### config.mk
export PLATFORM = sky130hd
export DESIGN_NAME = gregorian_date_unit_flat
export DESIGN_NICKNAME = d
export VERILOG_FILES = /design/src/gdu_pkg.sv /design/src/gdu_if.sv /design/src/gdu_dp.sv /design/src/gdu_ctrl.sv /design/src/gregorian_date_unit.sv /design/src/flat_wrapper.sv
export SDC_FILE = /design/constraint.sdc
export NUM_CORES = 1
export LEC_CHECK = 0
export CORE_UTILIZATION = 40
export DETAILED_ROUTE_END_ITERATION = 7
export DONT_BUFFER_PORTS = 1
export HOLD_SLACK_MARGIN = 0.05
export SLEW_MARGIN = 30
export SYNTH_ARGS = -nofsm -noshare
export SYNTH_HDL_FRONTEND = slang
export SYNTH_SLANG_ARGS = --single-unit
### constraint.sdc
create_clock -name clk -period 22.1 [get_ports clk]
set_clock_uncertainty 0.1 [all_clocks]
set_input_delay 2.21 -clock clk [delete_from_list [all_inputs] [get_ports clk]]
set_output_delay 2.21 -clock clk [all_outputs]
set_load 0.1 [all_outputs]
### src/gdu_pkg.sv
// ----------------------------------------------------------------------------
// gdu_pkg
// Shared types, widths, codes and calendar tables for the Gregorian date unit.
// ----------------------------------------------------------------------------
package gdu_pkg;

  // Field widths
  localparam int unsigned YEAR_W   = 14;
  localparam int unsigned WYEAR_W  = 15;   // working year, holds MAX_YEAR + 1
  localparam int unsigned MONTH_W  = 4;
  localparam int unsigned DAY_W    = 5;
  localparam int unsigned NDAYS_W  = 16;
  localparam int unsigned DIFF_W   = 22;
  localparam int unsigned SERIAL_W = 24;
  localparam int unsigned QUOT_W   = 8;    // year / 100
  localparam int unsigned LDAYS_W  = 12;   // leap days before a year
  localparam int unsigned Y365_W   = 23;

  // Last year the unit accepts
  localparam int unsigned MAX_YEAR = 9999;

  // Divide by 100 as multiply by reciprocal, exact for values below 43690
  localparam int unsigned DIV100_MUL   = 5243;
  localparam int unsigned DIV100_SHIFT = 19;
  localparam int unsigned DIV100_PW    = YEAR_W + 13;

  localparam logic [MONTH_W-1:0] MONTH_JAN = 4'd1;
  localparam logic [MONTH_W-1:0] MONTH_FEB = 4'd2;
  localparam logic [MONTH_W-1:0] MONTH_DEC = 4'd12;

  typedef enum logic [1:0] {
    OP_LOAD = 2'd0,
    OP_ADD  = 2'd1,
    OP_DIFF = 2'd2,
    OP_NOP  = 2'd3
  } opcode_t;

  typedef enum logic [1:0] {
    ST_OK        = 2'd0,
    ST_BAD_MONTH = 2'd1,
    ST_BAD_DAY   = 2'd2,
    ST_OVERFLOW  = 2'd3
  } status_t;

  // Controller to datapath commands, at most one high per cycle
  typedef struct packed {
    logic latch;
    logic sel_cur;
    logic div;
    logic modc;
    logic check;
    logic serial;
    logic step;
    logic finish;
  } dp_cmd_t;

  // Datapath to controller status
  typedef struct packed {
    opcode_t op;
    logic    date_ok;
    logic    add_done;
  } dp_stat_t;

  // Days in month; zero for codes that are not a month
  function automatic logic [DAY_W-1:0] month_days(input logic [MONTH_W-1:0] m,
                                                  input logic leap);
    logic [DAY_W-1:0] r;
    case (m)
      4'd1:    r = 5'd31;
      4'd2:    r = leap ? 5'd29 : 5'd28;
      4'd3:    r = 5'd31;
      4'd4:    r = 5'd30;
      4'd5:    r = 5'd31;
      4'd6:    r = 5'd30;
      4'd7:    r = 5'd31;
      4'd8:    r = 5'd31;
      4'd9:    r = 5'd30;
      4'd10:   r = 5'd31;
      4'd11:   r = 5'd30;
      4'd12:   r = 5'd31;
      default: r = 5'd0;
    endcase
    return r;
  endfunction

  // Days in the months before m, common year
  function automatic logic [8:0] days_before(input logic [MONTH_W-1:0] m);
    logic [8:0] r;
    case (m)
      4'd1:    r = 9'd0;
      4'd2:    r = 9'd31;
      4'd3:    r = 9'd59;
      4'd4:    r = 9'd90;
      4'd5:    r = 9'd120;
      4'd6:    r = 9'd151;
      4'd7:    r = 9'd181;
      4'd8:    r = 9'd212;
      4'd9:    r = 9'd243;
      4'd10:   r = 9'd273;
      4'd11:   r = 9'd304;
      4'd12:   r = 9'd334;
      default: r = 9'd0;
    endcase
    return r;
  endfunction

endpackage

### src/gdu_if.sv
// ----------------------------------------------------------------------------
// gdu_if
// Valid/ready channels of the Gregorian date unit: request and result.
// ----------------------------------------------------------------------------
interface gdu_in_if;
  logic                                valid;
  logic                                ready;
  logic [1:0]                          opcode;
  logic [gdu_pkg::YEAR_W-1:0]          in_year;
  logic [gdu_pkg::MONTH_W-1:0]         in_month;
  logic [gdu_pkg::DAY_W-1:0]           in_day;
  logic [gdu_pkg::NDAYS_W-1:0]         num_days;

  modport source (output valid, opcode, in_year, in_month, in_day, num_days,
                  input ready);
  modport sink   (input valid, opcode, in_year, in_month, in_day, num_days,
                  output ready);
endinterface

interface gdu_out_if;
  logic                                valid;
  logic                                ready;
  logic [gdu_pkg::YEAR_W-1:0]          out_year;
  logic [gdu_pkg::MONTH_W-1:0]         out_month;
  logic [gdu_pkg::DAY_W-1:0]           out_day;
  logic [gdu_pkg::DIFF_W-1:0]          day_difference;
  logic [1:0]                          status;

  modport source (output valid, out_year, out_month, out_day, day_difference, status,
                  input ready);
  modport sink   (input valid, out_year, out_month, out_day, day_difference, status,
                  output ready);
endinterface

### src/gdu_dp.sv
// ----------------------------------------------------------------------------
// gdu_dp
// Datapath: stored date, working date, divide-by-100 unit, serial day number,
// day-walk step and the result register.
// ----------------------------------------------------------------------------
module gdu_dp (
  input  logic                          clk,
  input  logic                          rst_n,
  input  gdu_pkg::dp_cmd_t              cmd,
  output gdu_pkg::dp_stat_t             stat,
  input  logic [1:0]                    in_opcode,
  input  logic [gdu_pkg::YEAR_W-1:0]    in_year,
  input  logic [gdu_pkg::MONTH_W-1:0]   in_month,
  input  logic [gdu_pkg::DAY_W-1:0]     in_day,
  input  logic [gdu_pkg::NDAYS_W-1:0]   in_num_days,
  output logic [gdu_pkg::YEAR_W-1:0]    out_year,
  output logic [gdu_pkg::MONTH_W-1:0]   out_month,
  output logic [gdu_pkg::DAY_W-1:0]     out_day,
  output logic [gdu_pkg::DIFF_W-1:0]    out_diff,
  output logic [1:0]                    out_status
);

  localparam logic [gdu_pkg::WYEAR_W-1:0] MAX_Y = gdu_pkg::WYEAR_W'(gdu_pkg::MAX_YEAR);

  // Stored date
  logic [gdu_pkg::YEAR_W-1:0]   cur_year_r;
  logic [gdu_pkg::MONTH_W-1:0]  cur_month_r;
  logic [gdu_pkg::DAY_W-1:0]    cur_day_r;

  // Working item
  gdu_pkg::opcode_t             op_r;
  gdu_pkg::status_t             stat_r;
  logic [gdu_pkg::NDAYS_W-1:0]  n_r;
  logic [gdu_pkg::WYEAR_W-1:0]  wy_r;
  logic [gdu_pkg::MONTH_W-1:0]  wm_r;
  logic [gdu_pkg::DAY_W-1:0]    wd_r;

  // Year decomposition
  logic [gdu_pkg::QUOT_W-1:0]   qy_r;      // y / 100
  logic [gdu_pkg::QUOT_W-1:0]   qp_r;      // (y - 1) / 100
  logic [1:0]                   mod4_r;
  logic [6:0]                   mod100_r;
  logic [1:0]                   cmod4_r;   // (y / 100) mod 4
  logic [gdu_pkg::Y365_W-1:0]   y365_r;
  logic [gdu_pkg::LDAYS_W-1:0]  ld_r;

  // Serial day numbers of the two dates
  logic [gdu_pkg::SERIAL_W-1:0] s_r;
  logic [gdu_pkg::SERIAL_W-1:0] b_r;

  // Result register
  logic [gdu_pkg::YEAR_W-1:0]   out_year_r;
  logic [gdu_pkg::MONTH_W-1:0]  out_month_r;
  logic [gdu_pkg::DAY_W-1:0]    out_day_r;
  logic [gdu_pkg::DIFF_W-1:0]   out_diff_r;
  gdu_pkg::status_t             out_status_r;

  // Combinational terms
  logic [gdu_pkg::YEAR_W-1:0]      py;
  logic [gdu_pkg::DIV100_PW-1:0]   prod_y;
  logic [gdu_pkg::DIV100_PW-1:0]   prod_p;
  logic [gdu_pkg::YEAR_W-1:0]      hundred_q;
  logic [gdu_pkg::Y365_W-1:0]      wy_ext;
  logic [gdu_pkg::Y365_W-1:0]      y365;
  logic [gdu_pkg::LDAYS_W-1:0]     ld;
  logic                            leap;
  logic [gdu_pkg::DAY_W-1:0]       mdays;
  logic [8:0]                      ylen;
  logic [5:0]                      rem;
  logic [gdu_pkg::WYEAR_W-1:0]     y_inc;
  logic                            y_over;
  logic [gdu_pkg::SERIAL_W-1:0]    serial;
  logic [gdu_pkg::SERIAL_W-1:0]    sdiff;
  logic                            commit;
  gdu_pkg::status_t                chk;

  // Divide by 100 through reciprocal multiply
  assign py     = wy_r[gdu_pkg::YEAR_W-1:0] - gdu_pkg::YEAR_W'(1);
  assign prod_y = gdu_pkg::DIV100_PW'(wy_r[gdu_pkg::YEAR_W-1:0])
                * gdu_pkg::DIV100_PW'(gdu_pkg::DIV100_MUL);
  assign prod_p = gdu_pkg::DIV100_PW'(py) * gdu_pkg::DIV100_PW'(gdu_pkg::DIV100_MUL);

  // 100 * q and 365 * y by shift-add
  assign hundred_q = (gdu_pkg::YEAR_W'(qy_r) << 6) + (gdu_pkg::YEAR_W'(qy_r) << 5)
                   + (gdu_pkg::YEAR_W'(qy_r) << 2);
  assign wy_ext    = gdu_pkg::Y365_W'(wy_r[gdu_pkg::YEAR_W-1:0]);
  assign y365      = (wy_ext << 8) + (wy_ext << 6) + (wy_ext << 5)
                   + (wy_ext << 3) + (wy_ext << 2) + wy_ext;

  // Leap days in the years before y: p/4 - p/100 + p/400
  assign ld = gdu_pkg::LDAYS_W'(py >> 2) - gdu_pkg::LDAYS_W'(qp_r)
            + gdu_pkg::LDAYS_W'(qp_r >> 2);

  // Calendar of the working year
  assign leap  = (mod4_r == 2'd0) && ((mod100_r != 7'd0) || (cmod4_r == 2'd0));
  assign mdays = gdu_pkg::month_days(wm_r, leap);
  assign ylen  = 9'd365 + 9'(leap);
  assign rem   = 6'(mdays) - 6'(wd_r) + 6'd1;
  assign y_inc = wy_r + gdu_pkg::WYEAR_W'(1);
  assign y_over = (y_inc > MAX_Y);

  // Date validation of the working date
  always_comb begin
    if ((wy_r == '0) || (wy_r > MAX_Y)) begin
      chk = gdu_pkg::ST_OVERFLOW;
    end else if ((wm_r < gdu_pkg::MONTH_JAN) || (wm_r > gdu_pkg::MONTH_DEC)) begin
      chk = gdu_pkg::ST_BAD_MONTH;
    end else if ((wd_r == '0) || (wd_r > mdays)) begin
      chk = gdu_pkg::ST_BAD_DAY;
    end else begin
      chk = gdu_pkg::ST_OK;
    end
  end

  // Serial day number of the working date
  assign serial = gdu_pkg::SERIAL_W'(y365_r) + gdu_pkg::SERIAL_W'(ld_r)
                + gdu_pkg::SERIAL_W'(wd_r) + gdu_pkg::SERIAL_W'(gdu_pkg::days_before(wm_r))
                + gdu_pkg::SERIAL_W'(leap && (wm_r > gdu_pkg::MONTH_FEB));

  assign sdiff  = (s_r >= b_r) ? (s_r - b_r) : (b_r - s_r);
  assign commit = ((op_r == gdu_pkg::OP_LOAD) || (op_r == gdu_pkg::OP_ADD))
                && (stat_r == gdu_pkg::ST_OK);

  // Stored date
  always_ff @(posedge clk) begin
    if (!rst_n) begin
      cur_year_r  <= gdu_pkg::YEAR_W'(1);
      cur_month_r <= gdu_pkg::MONTH_JAN;
      cur_day_r   <= gdu_pkg::DAY_W'(1);
    end else if (cmd.finish && commit) begin
      cur_year_r  <= wy_r[gdu_pkg::YEAR_W-1:0];
      cur_month_r <= wm_r;
      cur_day_r   <= wd_r;
    end
  end

  // Working date, walk and decomposition
  always_ff @(posedge clk) begin
    if (cmd.latch) begin
      op_r   <= gdu_pkg::opcode_t'(in_opcode);
      stat_r <= gdu_pkg::ST_OK;
      n_r    <= in_num_days;
      if (gdu_pkg::opcode_t'(in_opcode) == gdu_pkg::OP_ADD) begin
        wy_r <= gdu_pkg::WYEAR_W'(cur_year_r);
        wm_r <= cur_month_r;
        wd_r <= cur_day_r;
      end else begin
        wy_r <= gdu_pkg::WYEAR_W'(in_year);
        wm_r <= in_month;
        wd_r <= in_day;
      end
    end else if (cmd.sel_cur) begin
      wy_r <= gdu_pkg::WYEAR_W'(cur_year_r);
      wm_r <= cur_month_r;
      wd_r <= cur_day_r;
    end else if (cmd.div) begin
      qy_r <= prod_y[gdu_pkg::DIV100_SHIFT +: gdu_pkg::QUOT_W];
      qp_r <= prod_p[gdu_pkg::DIV100_SHIFT +: gdu_pkg::QUOT_W];
    end else if (cmd.modc) begin
      mod4_r   <= wy_r[1:0];
      mod100_r <= 7'(wy_r[gdu_pkg::YEAR_W-1:0] - hundred_q);
      cmod4_r  <= qy_r[1:0];
      y365_r   <= y365;
      ld_r     <= ld;
    end else if (cmd.check) begin
      stat_r <= chk;
    end else if (cmd.serial) begin
      s_r <= serial;
      b_r <= s_r;
    end else if (cmd.step) begin
      if ((wm_r == gdu_pkg::MONTH_JAN) && (wd_r == gdu_pkg::DAY_W'(1))
          && (n_r >= gdu_pkg::NDAYS_W'(ylen))) begin
        // Whole year from Jan 1
        n_r <= n_r - gdu_pkg::NDAYS_W'(ylen);
        if (y_over) begin
          stat_r <= gdu_pkg::ST_OVERFLOW;
        end else begin
          wy_r     <= y_inc;
          mod4_r   <= mod4_r + 2'd1;
          mod100_r <= (mod100_r == 7'd99) ? 7'd0 : mod100_r + 7'd1;
          if (mod100_r == 7'd99) begin
            cmod4_r <= cmod4_r + 2'd1;
          end
        end
      end else if (n_r >= gdu_pkg::NDAYS_W'(rem)) begin
        // Rest of the month, to the 1st of the next
        n_r  <= n_r - gdu_pkg::NDAYS_W'(rem);
        wd_r <= gdu_pkg::DAY_W'(1);
        if (wm_r == gdu_pkg::MONTH_DEC) begin
          if (y_over) begin
            stat_r <= gdu_pkg::ST_OVERFLOW;
          end else begin
            wm_r     <= gdu_pkg::MONTH_JAN;
            wy_r     <= y_inc;
            mod4_r   <= mod4_r + 2'd1;
            mod100_r <= (mod100_r == 7'd99) ? 7'd0 : mod100_r + 7'd1;
            if (mod100_r == 7'd99) begin
              cmod4_r <= cmod4_r + 2'd1;
            end
          end
        end else begin
          wm_r <= wm_r + gdu_pkg::MONTH_W'(1);
        end
      end else begin
        // Lands inside the month
        wd_r <= wd_r + gdu_pkg::DAY_W'(n_r);
        n_r  <= '0;
      end
    end
  end

  // Result register
  always_ff @(posedge clk) begin
    if (cmd.finish) begin
      out_year_r   <= commit ? wy_r[gdu_pkg::YEAR_W-1:0] : cur_year_r;
      out_month_r  <= commit ? wm_r : cur_month_r;
      out_day_r    <= commit ? wd_r : cur_day_r;
      out_diff_r   <= ((op_r == gdu_pkg::OP_DIFF) && (stat_r == gdu_pkg::ST_OK))
                    ? sdiff[gdu_pkg::DIFF_W-1:0] : '0;
      out_status_r <= stat_r;
    end
  end

  assign stat.op       = op_r;
  assign stat.date_ok  = (stat_r == gdu_pkg::ST_OK);
  assign stat.add_done = (n_r == '0) || (stat_r != gdu_pkg::ST_OK);

  assign out_year   = out_year_r;
  assign out_month  = out_month_r;
  assign out_day    = out_day_r;
  assign out_diff   = out_diff_r;
  assign out_status = out_status_r;

endmodule

### src/gdu_ctrl.sv
// ----------------------------------------------------------------------------
// gdu_ctrl
// Controller: sequences decomposition, check, serial numbers and the day walk,
// and owns both channel handshakes.
// ----------------------------------------------------------------------------
module gdu_ctrl (
  input  logic               clk,
  input  logic               rst_n,
  input  logic               in_valid,
  output logic               in_ready,
  output logic               out_valid,
  input  logic               out_ready,
  output gdu_pkg::dp_cmd_t   cmd,
  input  gdu_pkg::dp_stat_t  stat
);

  typedef enum logic [7:0] {
    S_IDLE   = 8'b0000_0001,
    S_DIV    = 8'b0000_0010,
    S_MOD    = 8'b0000_0100,
    S_CHECK  = 8'b0000_1000,
    S_SERIAL = 8'b0001_0000,
    S_SELCUR = 8'b0010_0000,
    S_STEP   = 8'b0100_0000,
    S_FINISH = 8'b1000_0000
  } state_t;

  state_t state_r, state_nxt;
  logic   pass2_r, pass2_nxt;
  logic   out_valid_r, out_valid_nxt;

  // Next state and commands
  always_comb begin
    state_nxt = state_r;
    pass2_nxt = pass2_r;
    cmd       = '0;
    case (state_r)
      S_IDLE: begin
        if (in_valid) begin
          cmd.latch = 1'b1;
          pass2_nxt = 1'b0;
          state_nxt = S_DIV;
        end
      end
      S_DIV: begin
        cmd.div   = 1'b1;
        state_nxt = S_MOD;
      end
      S_MOD: begin
        cmd.modc = 1'b1;
        if (stat.op == gdu_pkg::OP_ADD) begin
          state_nxt = S_STEP;
        end else if (stat.op == gdu_pkg::OP_NOP) begin
          state_nxt = S_FINISH;
        end else if (pass2_r) begin
          state_nxt = S_SERIAL;
        end else begin
          state_nxt = S_CHECK;
        end
      end
      S_CHECK: begin
        cmd.check = 1'b1;
        state_nxt = (stat.op == gdu_pkg::OP_DIFF) ? S_SERIAL : S_FINISH;
      end
      S_SERIAL: begin
        if (!stat.date_ok || pass2_r) begin
          state_nxt = S_FINISH;
        end else begin
          state_nxt = S_SELCUR;
        end
        cmd.serial = stat.date_ok;
      end
      S_SELCUR: begin
        cmd.sel_cur = 1'b1;
        pass2_nxt   = 1'b1;
        state_nxt   = S_DIV;
      end
      S_STEP: begin
        if (stat.add_done) begin
          state_nxt = S_FINISH;
        end else begin
          cmd.step = 1'b1;
        end
      end
      S_FINISH: begin
        if (!out_valid_r || out_ready) begin
          cmd.finish = 1'b1;
          state_nxt  = S_IDLE;
        end
      end
      default: begin
        state_nxt = S_IDLE;
      end
    endcase
  end

  // Result beat held until taken
  assign out_valid_nxt = (out_valid_r && !out_ready) || cmd.finish;

  always_ff @(posedge clk) begin
    if (!rst_n) begin
      state_r     <= S_IDLE;
      pass2_r     <= 1'b0;
      out_valid_r <= 1'b0;
    end else begin
      state_r     <= state_nxt;
      pass2_r     <= pass2_nxt;
      out_valid_r <= out_valid_nxt;
    end
  end

  assign in_ready  = (state_r == S_IDLE);
  assign out_valid = out_valid_r;

endmodule

### src/gregorian_date_unit.sv
// Operation: a load decodes and checks the given date; a difference also
//   numbers it and then the stored date; an add walks by month or whole year.
// Throughput: one request at a time; the next request is taken once the
//   controller is back in idle, while the previous result may still wait.
// Reset (rst_n low, synchronous): stored date returns to year 1, January 1.
// ----------------------------------------------------------------------------
// gregorian_date_unit
// Holds one Gregorian date; loads a checked date, adds a day count, gives
// the day distance to another date, or reports the stored date unchanged.
// ----------------------------------------------------------------------------
module gregorian_date_unit (
  input  logic       clk,
  input  logic       rst_n,
  gdu_in_if.sink     in_bus,
  gdu_out_if.source  out_bus
);

  gdu_pkg::dp_cmd_t  cmd;
  gdu_pkg::dp_stat_t stat;

  // Sequencer
  gdu_ctrl u_ctrl (
    .clk       (clk),
    .rst_n     (rst_n),
    .in_valid  (in_bus.valid),
    .in_ready  (in_bus.ready),
    .out_valid (out_bus.valid),
    .out_ready (out_bus.ready),
    .cmd       (cmd),
    .stat      (stat)
  );

  // Date arithmetic
  gdu_dp u_dp (
    .clk         (clk),
    .rst_n       (rst_n),
    .cmd         (cmd),
    .stat        (stat),
    .in_opcode   (in_bus.opcode),
    .in_year     (in_bus.in_year),
    .in_month    (in_bus.in_month),
    .in_day      (in_bus.in_day),
    .in_num_days (in_bus.num_days),
    .out_year    (out_bus.out_year),
    .out_month   (out_bus.out_month),
    .out_day     (out_bus.out_day),
    .out_diff    (out_bus.day_difference),
    .out_status  (out_bus.status)
  );

`ifndef NO_ASSERTIONS
  // Busy after a request beat is taken
  a_busy_after_accept: assert property (@(posedge clk) disable iff (!rst_n)
    (in_bus.valid && in_bus.ready) |=> !in_bus.ready)
    else $error("input taken again right after a request beat");

  // Reported date is always a stored, valid date
  a_result_date_valid: assert property (@(posedge clk) disable iff (!rst_n)
    out_bus.valid |-> (out_bus.out_month >= gdu_pkg::MONTH_JAN)
                   && (out_bus.out_month <= gdu_pkg::MONTH_DEC)
                   && (out_bus.out_day != '0)
                   && (out_bus.out_year != '0))
    else $error("result beat carries an invalid stored date");

  // Failed operation reports no distance
  a_error_no_diff: assert property (@(posedge clk) disable iff (!rst_n)
    (out_bus.valid && (out_bus.status != gdu_pkg::ST_OK))
      |-> (out_bus.day_difference == '0))
    else $error("error result with nonzero day difference");

  // Only one datapath command at a time
  a_cmd_onehot: assert property (@(posedge clk) disable iff (!rst_n)
    $onehot0(cmd))
    else $error("several datapath commands in one cycle");
`endif

endmodule
### src/flat_wrapper.sv
// flat-port wrapper written by rule: the top's interface ports become plain ports
module gregorian_date_unit_flat 
  (clk, rst_n, in_bus_valid, in_bus_opcode, in_bus_in_year, in_bus_in_month, in_bus_in_day, in_bus_num_days, in_bus_ready, out_bus_valid, out_bus_out_year, out_bus_out_month, out_bus_out_day, out_bus_day_difference, out_bus_status, out_bus_ready);
  gdu_in_if in_bus_i ();
  gdu_out_if out_bus_i ();
  input  logic clk;
  input  logic rst_n;
  input wire logic [$bits(in_bus_i.valid)-1:0] in_bus_valid;
  input wire logic [$bits(in_bus_i.opcode)-1:0] in_bus_opcode;
  input wire logic [$bits(in_bus_i.in_year)-1:0] in_bus_in_year;
  input wire logic [$bits(in_bus_i.in_month)-1:0] in_bus_in_month;
  input wire logic [$bits(in_bus_i.in_day)-1:0] in_bus_in_day;
  input wire logic [$bits(in_bus_i.num_days)-1:0] in_bus_num_days;
  output wire logic [$bits(in_bus_i.ready)-1:0] in_bus_ready;
  output wire logic [$bits(out_bus_i.valid)-1:0] out_bus_valid;
  output wire logic [$bits(out_bus_i.out_year)-1:0] out_bus_out_year;
  output wire logic [$bits(out_bus_i.out_month)-1:0] out_bus_out_month;
  output wire logic [$bits(out_bus_i.out_day)-1:0] out_bus_out_day;
  output wire logic [$bits(out_bus_i.day_difference)-1:0] out_bus_day_difference;
  output wire logic [$bits(out_bus_i.status)-1:0] out_bus_status;
  input wire logic [$bits(out_bus_i.ready)-1:0] out_bus_ready;
  assign in_bus_i.valid = in_bus_valid;
  assign in_bus_i.opcode = in_bus_opcode;
  assign in_bus_i.in_year = in_bus_in_year;
  assign in_bus_i.in_month = in_bus_in_month;
  assign in_bus_i.in_day = in_bus_in_day;
  assign in_bus_i.num_days = in_bus_num_days;
  assign in_bus_ready = in_bus_i.ready;
  assign out_bus_valid = out_bus_i.valid;
  assign out_bus_out_year = out_bus_i.out_year;
  assign out_bus_out_month = out_bus_i.out_month;
  assign out_bus_out_day = out_bus_i.out_day;
  assign out_bus_day_difference = out_bus_i.day_difference;
  assign out_bus_status = out_bus_i.status;
  assign out_bus_i.ready = out_bus_ready;
  gregorian_date_unit u_core (.clk(clk), .rst_n(rst_n), .in_bus(in_bus_i), .out_bus(out_bus_i));
endmodule
==> results.cfg, run 1 <==
[die]
die-area_sq_mm = 0.0607
core_sq_mm = 0.0590
die_w_um = 246
ios = 94
start_util_pct = 40.5
die_h_um = 246
rows = 89

[timing]
max_slew.worst_pin.slew_ns = 0.981
hold_viol = 0
timing.final.ws_setup_ns = 13.92
finalSetupTns_ns = 0
setup_viol = 0
report.final.slew_viol_count = 0
min_period_over_period_pct = 37.0
relSlewSlack_pct = 34.5
whs_ns = 0.372
min_period_ns = 8.18
rsz0062_at_grt = no
fmax_mhz = 122

[detailed_routing]
vias_per_cell = 5.24
dr.pass1.iters = 5
drt_iter0_markers = 818
antenna_left = 0
num_vias = 16459
drt_wl_total_mm = 57.4
wl_per_cell_um = 18.3
route.detailed.drc = 0

[power]
clockPowerShare_pct = 13.9
p_int_mw = 2.06
p_comb_share_pct = 69.0
ir_drop_uv = 194
switching_power_mw = 1.65
seq_power_share_pct = 17.0
power_density_mw_per_mm2 = 143
p_sw_share_pct = 44.5
total_power_mw = 3.71
leakage_nw = 11.6

[clocking]
clock_latency_ns = 0.58
clk_path_buf_depth = 3
clkTransAtPathRegs_ns = 0.07
cts_resized = 0
cts_tree = yes
clock-sinks = 240
cts-root-buf = clkbuf_16
htree_levels = 1
cts_setup_buffers = 0
cts-hold-fix-buffers = 0
cts_made_buffers = 27

[outcome]
outcome = completed

[grt]
grt_usage_pct = 19.0
grt_pass1_vias = 16652
antenna_found_initial = 1
grt_max_degree = 50
grt_pass1_wl_mm = 90.7
gr-total-overflow = 0

[placement]
gp_congestion = 0.913
portBuffers = 0
placed_area_sq_mm = 0.0249
dp_hpwl_mm = 45.8
pre_cts_slack_ns = 13.89

[cells_and_area]
nNetsFinal = 2967
antenna_cells = 0
drive_gt1_share_pct = 5.66
area_delta_synth_final_pct = 8.42
final_cell_area_sq_mm = 0.0259
fill_cells = 5678
multi_input_area_sq_mm = 0.0155
seq_area_sq_mm = 0.00677

[critical_path]
worstReg2RegEnd = u_core.u_dp.qp_r[7]
critPathMaxStageDelay_ns = 0.80
crit_type = flip-flop to flip-flop
cp.arrival_ns = 8.41
crit_fanout = 14
critPathRequiredTime_ns = 22.32
cp_slowest_cell = edfxtp_1
start_kind = flip-flop
rr_startpoint = u_core.u_dp.wy_r[1]
critical_path.most_common_cell = fa_1
r2r_setup_slack_ns = 13.92
crit_path_end_kind = flip-flop
r2r.worst_path.cells = 25

[synth]
synthDistinctLibCells = 91
synthTopCellsByArea = edfxtp_1 25%, ha_1 20%, fa_1 16%
yosysMostFrequentCell = ha_1
yosysSeqAreaShare_pct = 28.3
synth_top_cell_area_share_pct = 24.6
async_flop_share_pct = 0
synth_commonest_cells = 381 x ha_1, 377 x inv_1, 196 x edfxtp_1, 194 x fa_1, 157 x nand2_1
ys_ff_latch = 240
syn_area_sq_mm = 0.0239
synth-edff-count = 196
syn_nets = 2964
yosys_warnings = 0
yosysTopAreaCell = edfxtp_1
netlist_instances = 2344
avgSynthCellArea_sq_um = 10.2
synthFlopType = edfxtp_1

[job]
cap_violations = 0

[hold_path]
hold_class = flip-flop to flip-flop
hold_end = u_core.u_dp.b_r[21]
min_path_cells = 0
hold_path_startpoint = u_core.u_dp.s_r[21]
[power by group through the flow]
stage          Combinational (mW)  Sequential [mW]  Clock [mW]
6_report                     2.56            0.632       0.517
2_1_floorplan                1.93            0.638           0
3_5_place_dp                 2.57            0.641           0
3_3_place_gp                 2.51            0.641           0
5_1_grt                      3.00            0.635       0.543
4_1_cts                      2.61            0.632       0.530
[critical path: cells and delay by family, from the launching register on]
family,cells,cell delay (ns)
adders and majority gates,7,3.09
and+or+nand+nor,3,0.28
DFF,1,0.80
buffers and inverters,3,0.53
AOI/OAI and AO/OA,10,2.46
xor gates and xnor gates,2,0.63
[registers in the layout, summed over array words and instances, names as in the netlist, 7 cells and up, named ones only]
register,flops
u_core.u_ctrl.state_r,8
u_core.u_dp.out_year,14
u_core.u_dp.b_r,24
u_core.u_dp.out_diff,22
u_core.u_dp.wy_r,15
u_core.u_dp.y365_r,23
u_core.u_dp.qp_r,8
u_core.u_dp.ld_r,12
u_core.u_dp.mod100_r,7
u_core.u_dp.s_r,24
u_core.u_dp.cur_year_r,14
u_core.u_dp.n_r,16
[routing by layer]
layer	vias up	GRT usage, %	wire length, um
li1	8012	-	-
met1	8076	25.9	26300
met2	301	31.8	27600
met3	68	2.68	2380
met4	2	3.99	1110
met5	-	0	13
[worst max-delay path by stage]
stage	cells after the start	end	slack, ns	startpoint
3_3_place_gp	25	u_core.u_dp.qp_r[7]	13.93	u_core.u_dp.wy_r[1]
3_5_place_dp	25	u_core.u_dp.qp_r[7]	13.89	u_core.u_dp.wy_r[1]
5_1_grt	25	u_core.u_dp.qp_r[7]	13.39	u_core.u_dp.wy_r[1]
6_report	25	u_core.u_dp.qp_r[7]	13.92	u_core.u_dp.wy_r[1]
4_1_cts	25	u_core.u_dp.qp_r[7]	13.81	u_core.u_dp.wy_r[1]
2_1_floorplan	25	u_core.u_dp.qp_r[7]	14.82	u_core.u_dp.wy_r[6]
[through the flow]
step | util [%] | cells
after global routing | 43.9 | 3141
final | 43.9 | 3141
after floorplan | - | 2344
after CTS | 43.8 | 3141
after global placement | 42.1 | 3091
after detailed placement | 42.1 | 3091
[cell type report]
cell class                      instances  share of cell area [%]
Multi-Input combinational cell       1671                    60.0
Clock inverter                         14                    1.12
Inverter                              382                    5.54
Sequential cell                       240                    26.1
Tap cell                              773                    3.74
Clock buffer                           36                    2.78
Timing Repair Buffer                   25                   0.725
[cell usage in the layout (no fill, tap or decap), types with 7 or more instances in the layout]
cell type,count
nor2_1,131
a21o_1,38
nor2b_1,26
ha_1,381
o211ai_1,12
o21a_1,19
xnor2_1,100
buf_4,25
dfxtp_1,44
nor3_1,27
a221oi_1,10
xor2_1,22
o21ai_0,94
a21boi_0,33
and2_1,11
a22oi_1,23
o31ai_1,16
mux2_2,23
o22ai_1,10
nand2_1,156
a211oi_1,15
nand4_1,14
fa_1,194
inv_1,377
nand3_1,41
a21oi_1,101
mux2i_1,13
and3_1,18
o21bai_1,8
clkbuf_1,8
edfxtp_1,196
or3_1,7
nor4_1,9
nand2b_1,13
bufinv_16,8
clkbuf_16,27
[logic make-up (layout without fill, tap and decap cells)]
logic type      count (synthesis)  in the layout  synth area share (%)
fa+ha+maj                     575            575                  36.2
xor+xnor                      126            126                  4.62
simple gates                  488            488                  9.68
flops                         240            240                  28.3
compound gates                443            443                  12.4
mux                            39             39                  1.79
buf+inv                       433            457                  6.94
Note: power is estimated with default switching activity, not from simulation.
==> run 2: changes to the inputs <==
- ABC_AREA: default -> 1
- clock period: 22.1 -> 8 ns (I/O delays scaled with it)
==> run 2 against run 1 <==
Global-route usage is 2.0 points higher. Cell count increased by 17%. Final area rose by 4.5%. Critical path depth is 2 higher. Synthesized cell count grew 19%. First-iteration DRC count grew 50%. Sequential share of layout area down 1.1 points. Critical path type unchanged. Largest cell class unchanged.
==> results.cfg, run 2 <==
[outcome]
outcome = completed

[critical_path]
critPathRequiredTime_ns = 8.23
crit_fanout = 15
critPathMaxStageDelay_ns = 0.53
crit_type = flip-flop to flip-flop
cp_slowest_cell = fa_1
start_kind = flip-flop
cp.arrival_ns = 6.96
worstReg2RegEnd = u_core.u_dp.qp_r[2]
r2r.worst_path.cells = 27
rr_startpoint = u_core.u_dp.wy_r[1]
r2r_setup_slack_ns = 1.27
critical_path.most_common_cell = nand2_1
crit_path_end_kind = flip-flop
critical_path.startpoint = u_core.u_dp.wy_r[1]

[clocking]
clkTransAtPathRegs_ns = 0.07
htree_levels = 1
cts-root-buf = clkbuf_16
cts_tree = yes
clock-sinks = 240
cts_setup_buffers = 0
cts_resized = 0
clk_path_buf_depth = 3
cts_made_buffers = 30
cts-hold-fix-buffers = 0
clock_latency_ns = 0.61

[synth]
avgSynthCellArea_sq_um = 8.93
syn_area_sq_mm = 0.0249
synthTopCellsByArea = edfxtp_1 24%, ha_1 19%, fa_1 16%
synth_compound_area_share_pct = 11.6
synth_top_cell_area_share_pct = 23.6
synth_commonest_cells = 538 x inv_1, 423 x nand2_1, 381 x ha_1, 203 x a21oi_1, 196 x edfxtp_1
yosysTopAreaCell = edfxtp_1
synth-edff-count = 196
synth.mux.area_fraction_pct = 0
yosys_warnings = 0
syn_nets = 3412
synth_top_family_by_area = adder cells
yosysSeqAreaShare_pct = 27.1
synthFlopType = edfxtp_1
async_flop_share_pct = 0
synth-xor-area-share_pct = 3.76
yosysMostFrequentCell = inv_1
netlist_instances = 2792
synthDistinctLibCells = 61
ys_ff_latch = 240
yosys.area_share.simple_pct = 13.9
synthAdderAreaFrac_pct = 34.7

[cells_and_area]
multi_input_area_sq_mm = 0.0160
fill_cells = 6002
area_delta_synth_final_pct = 8.56
mostFrequentLayoutCells = 536 x inv_1, 423 x nand2_1, 381 x ha_1
reg.largest.list = u_core.u_dp.b_r: 24 flops, u_core.u_dp.s_r: 24 flops, u_core.u_dp.y365_r: 23 flops
nNetsFinal = 3431
drive_gt1_share_pct = 4.90
final_common_cell = inv_1
seq_area_sq_mm = 0.00677
antenna_cells = 0

[timing]
min_period_ns = 6.73
report.final.slew_viol_count = 0
min_period_over_period_pct = 84.1
finalSetupTns_ns = 0
relSlewSlack_pct = 35.0
max_slew.worst_pin.slew_ns = 0.974
fmax_mhz = 149
hold_viol = 0
rsz0062_at_grt = no
setup_viol = 0

[placement]
gp_congestion = 0.947
dp_hpwl_mm = 54.0
portBuffers = 0

[die]
rows = 91
ios = 94
die-area_sq_mm = 0.0633
die_w_um = 252
die_h_um = 252
start_util_pct = 40.5
core_sq_mm = 0.0616

[detailed_routing]
dr.pass1.iters = 7
num_vias = 18935
drt_wl_total_mm = 65.8
route.detailed.drc = 0
drt_iter0_markers = 1230
vias_per_cell = 5.16
antenna_left = 0
wl_per_cell_um = 17.9

[grt]
grt_pass1_vias = 19389
grt_pass1_wl_mm = 105
grt_usage_pct = 21.0
gr-total-overflow = 0
antenna_found_initial = 0
grt_max_degree = 49

[hold_path]
hold_end = u_core.u_dp.cur_month_r[0]
min_path_cells = 1
hold_class = primary input to flip-flop
hold_path_startpoint = rst_n

[job]
cap_violations = 0
## run 2: cell types whose count changed in the layout (fill, tap and decap cells not counted), sizes merged, moves of 22 or more
cell    change
xnor2      -73
inv       +163
a21oi     +101
xor2       +54
a21o       -34
nand3      +57
mux2       -26
a22oi      -22
o21ai      +97
a21boi     -29
nand2     +283
nor2b      -27
## run 2: area by class of cell
| class | count | area share, % |
|---|---|---|
| repair buffers | 26 | 0.721 |
| inverters | 542 | 7.52 |
| clock buffers | 38 | 3.07 |
| well taps | 837 | 3.87 |
| clock inverters | 18 | 0.795 |
| flip-flops and latches | 240 | 25.0 |
| multi-input cells | 1971 | 59.0 |
## run 2: how the worst max path moves through the flow
stage                     depth (start not counted)  slack (ns)                  end
after floorplan                                  23        1.79  u_core.u_dp.qp_r[3]
after global placement                           26        1.51  u_core.u_dp.qp_r[1]
after detailed placement                         26        1.33  u_core.u_dp.qp_r[1]
after CTS                                        27        1.29  u_core.u_dp.qp_r[2]
after global routing                             27        0.74  u_core.u_dp.qp_r[2]
final                                            27        1.27  u_core.u_dp.qp_r[2]
## run 2: cell families (layout without fill, tap and decap cells)
group	after synthesis	after routing
AOI/OAI and AO/OA	514	514
and+or+nand+nor	775	775
xor gates and xnor gates	107	107
buffers and inverters	581	624
DFF	240	240
adders and majority gates	575	575
## run 2: through the flow
stage / setup WS [ns] / cells / util (%) / hold slack, ns / cell area [sq um]
finish: 1.27 / 3672 / 43.9 / 0.170 / 27100
global route: 0.744 / 3672 / 43.9 / 0.149 / 27100
CTS: 1.29 / 3672 / 43.9 / 0.135 / 27100
detailed placement: 1.33 / 3616 / 42.2 / 0.367 / 26000
global placement: 1.51 / 3616 / 42.2 / 0.356 / 26000
floorplan: 1.79 / 2792 / - / 0.331 / 24900
## run 2: per-layer routing
metal  wire length [um]  GRT usage, %
met3               2550          2.57
met1              29700          27.9
met5                  0             0
met2              31400          35.5
met4               2170          6.36
## run 2: critical path: cells and delay by family, from the launching register on
family / cells / cell delay (ns)
flip-flops: 1 / 0.35
XOR/XNOR: 2 / 0.59
adder cells (fa/ha/maj): 7 / 3.07
AND/OR/NAND/NOR: 9 / 0.75
buffers and inverters: 5 / 0.90
AO/OA/AOI/OAI: 4 / 0.66
Power of run 2 is left out: the tool's default activity adds up to more than one toggle a clock period on the data nets, which glitch-free logic cannot reach.
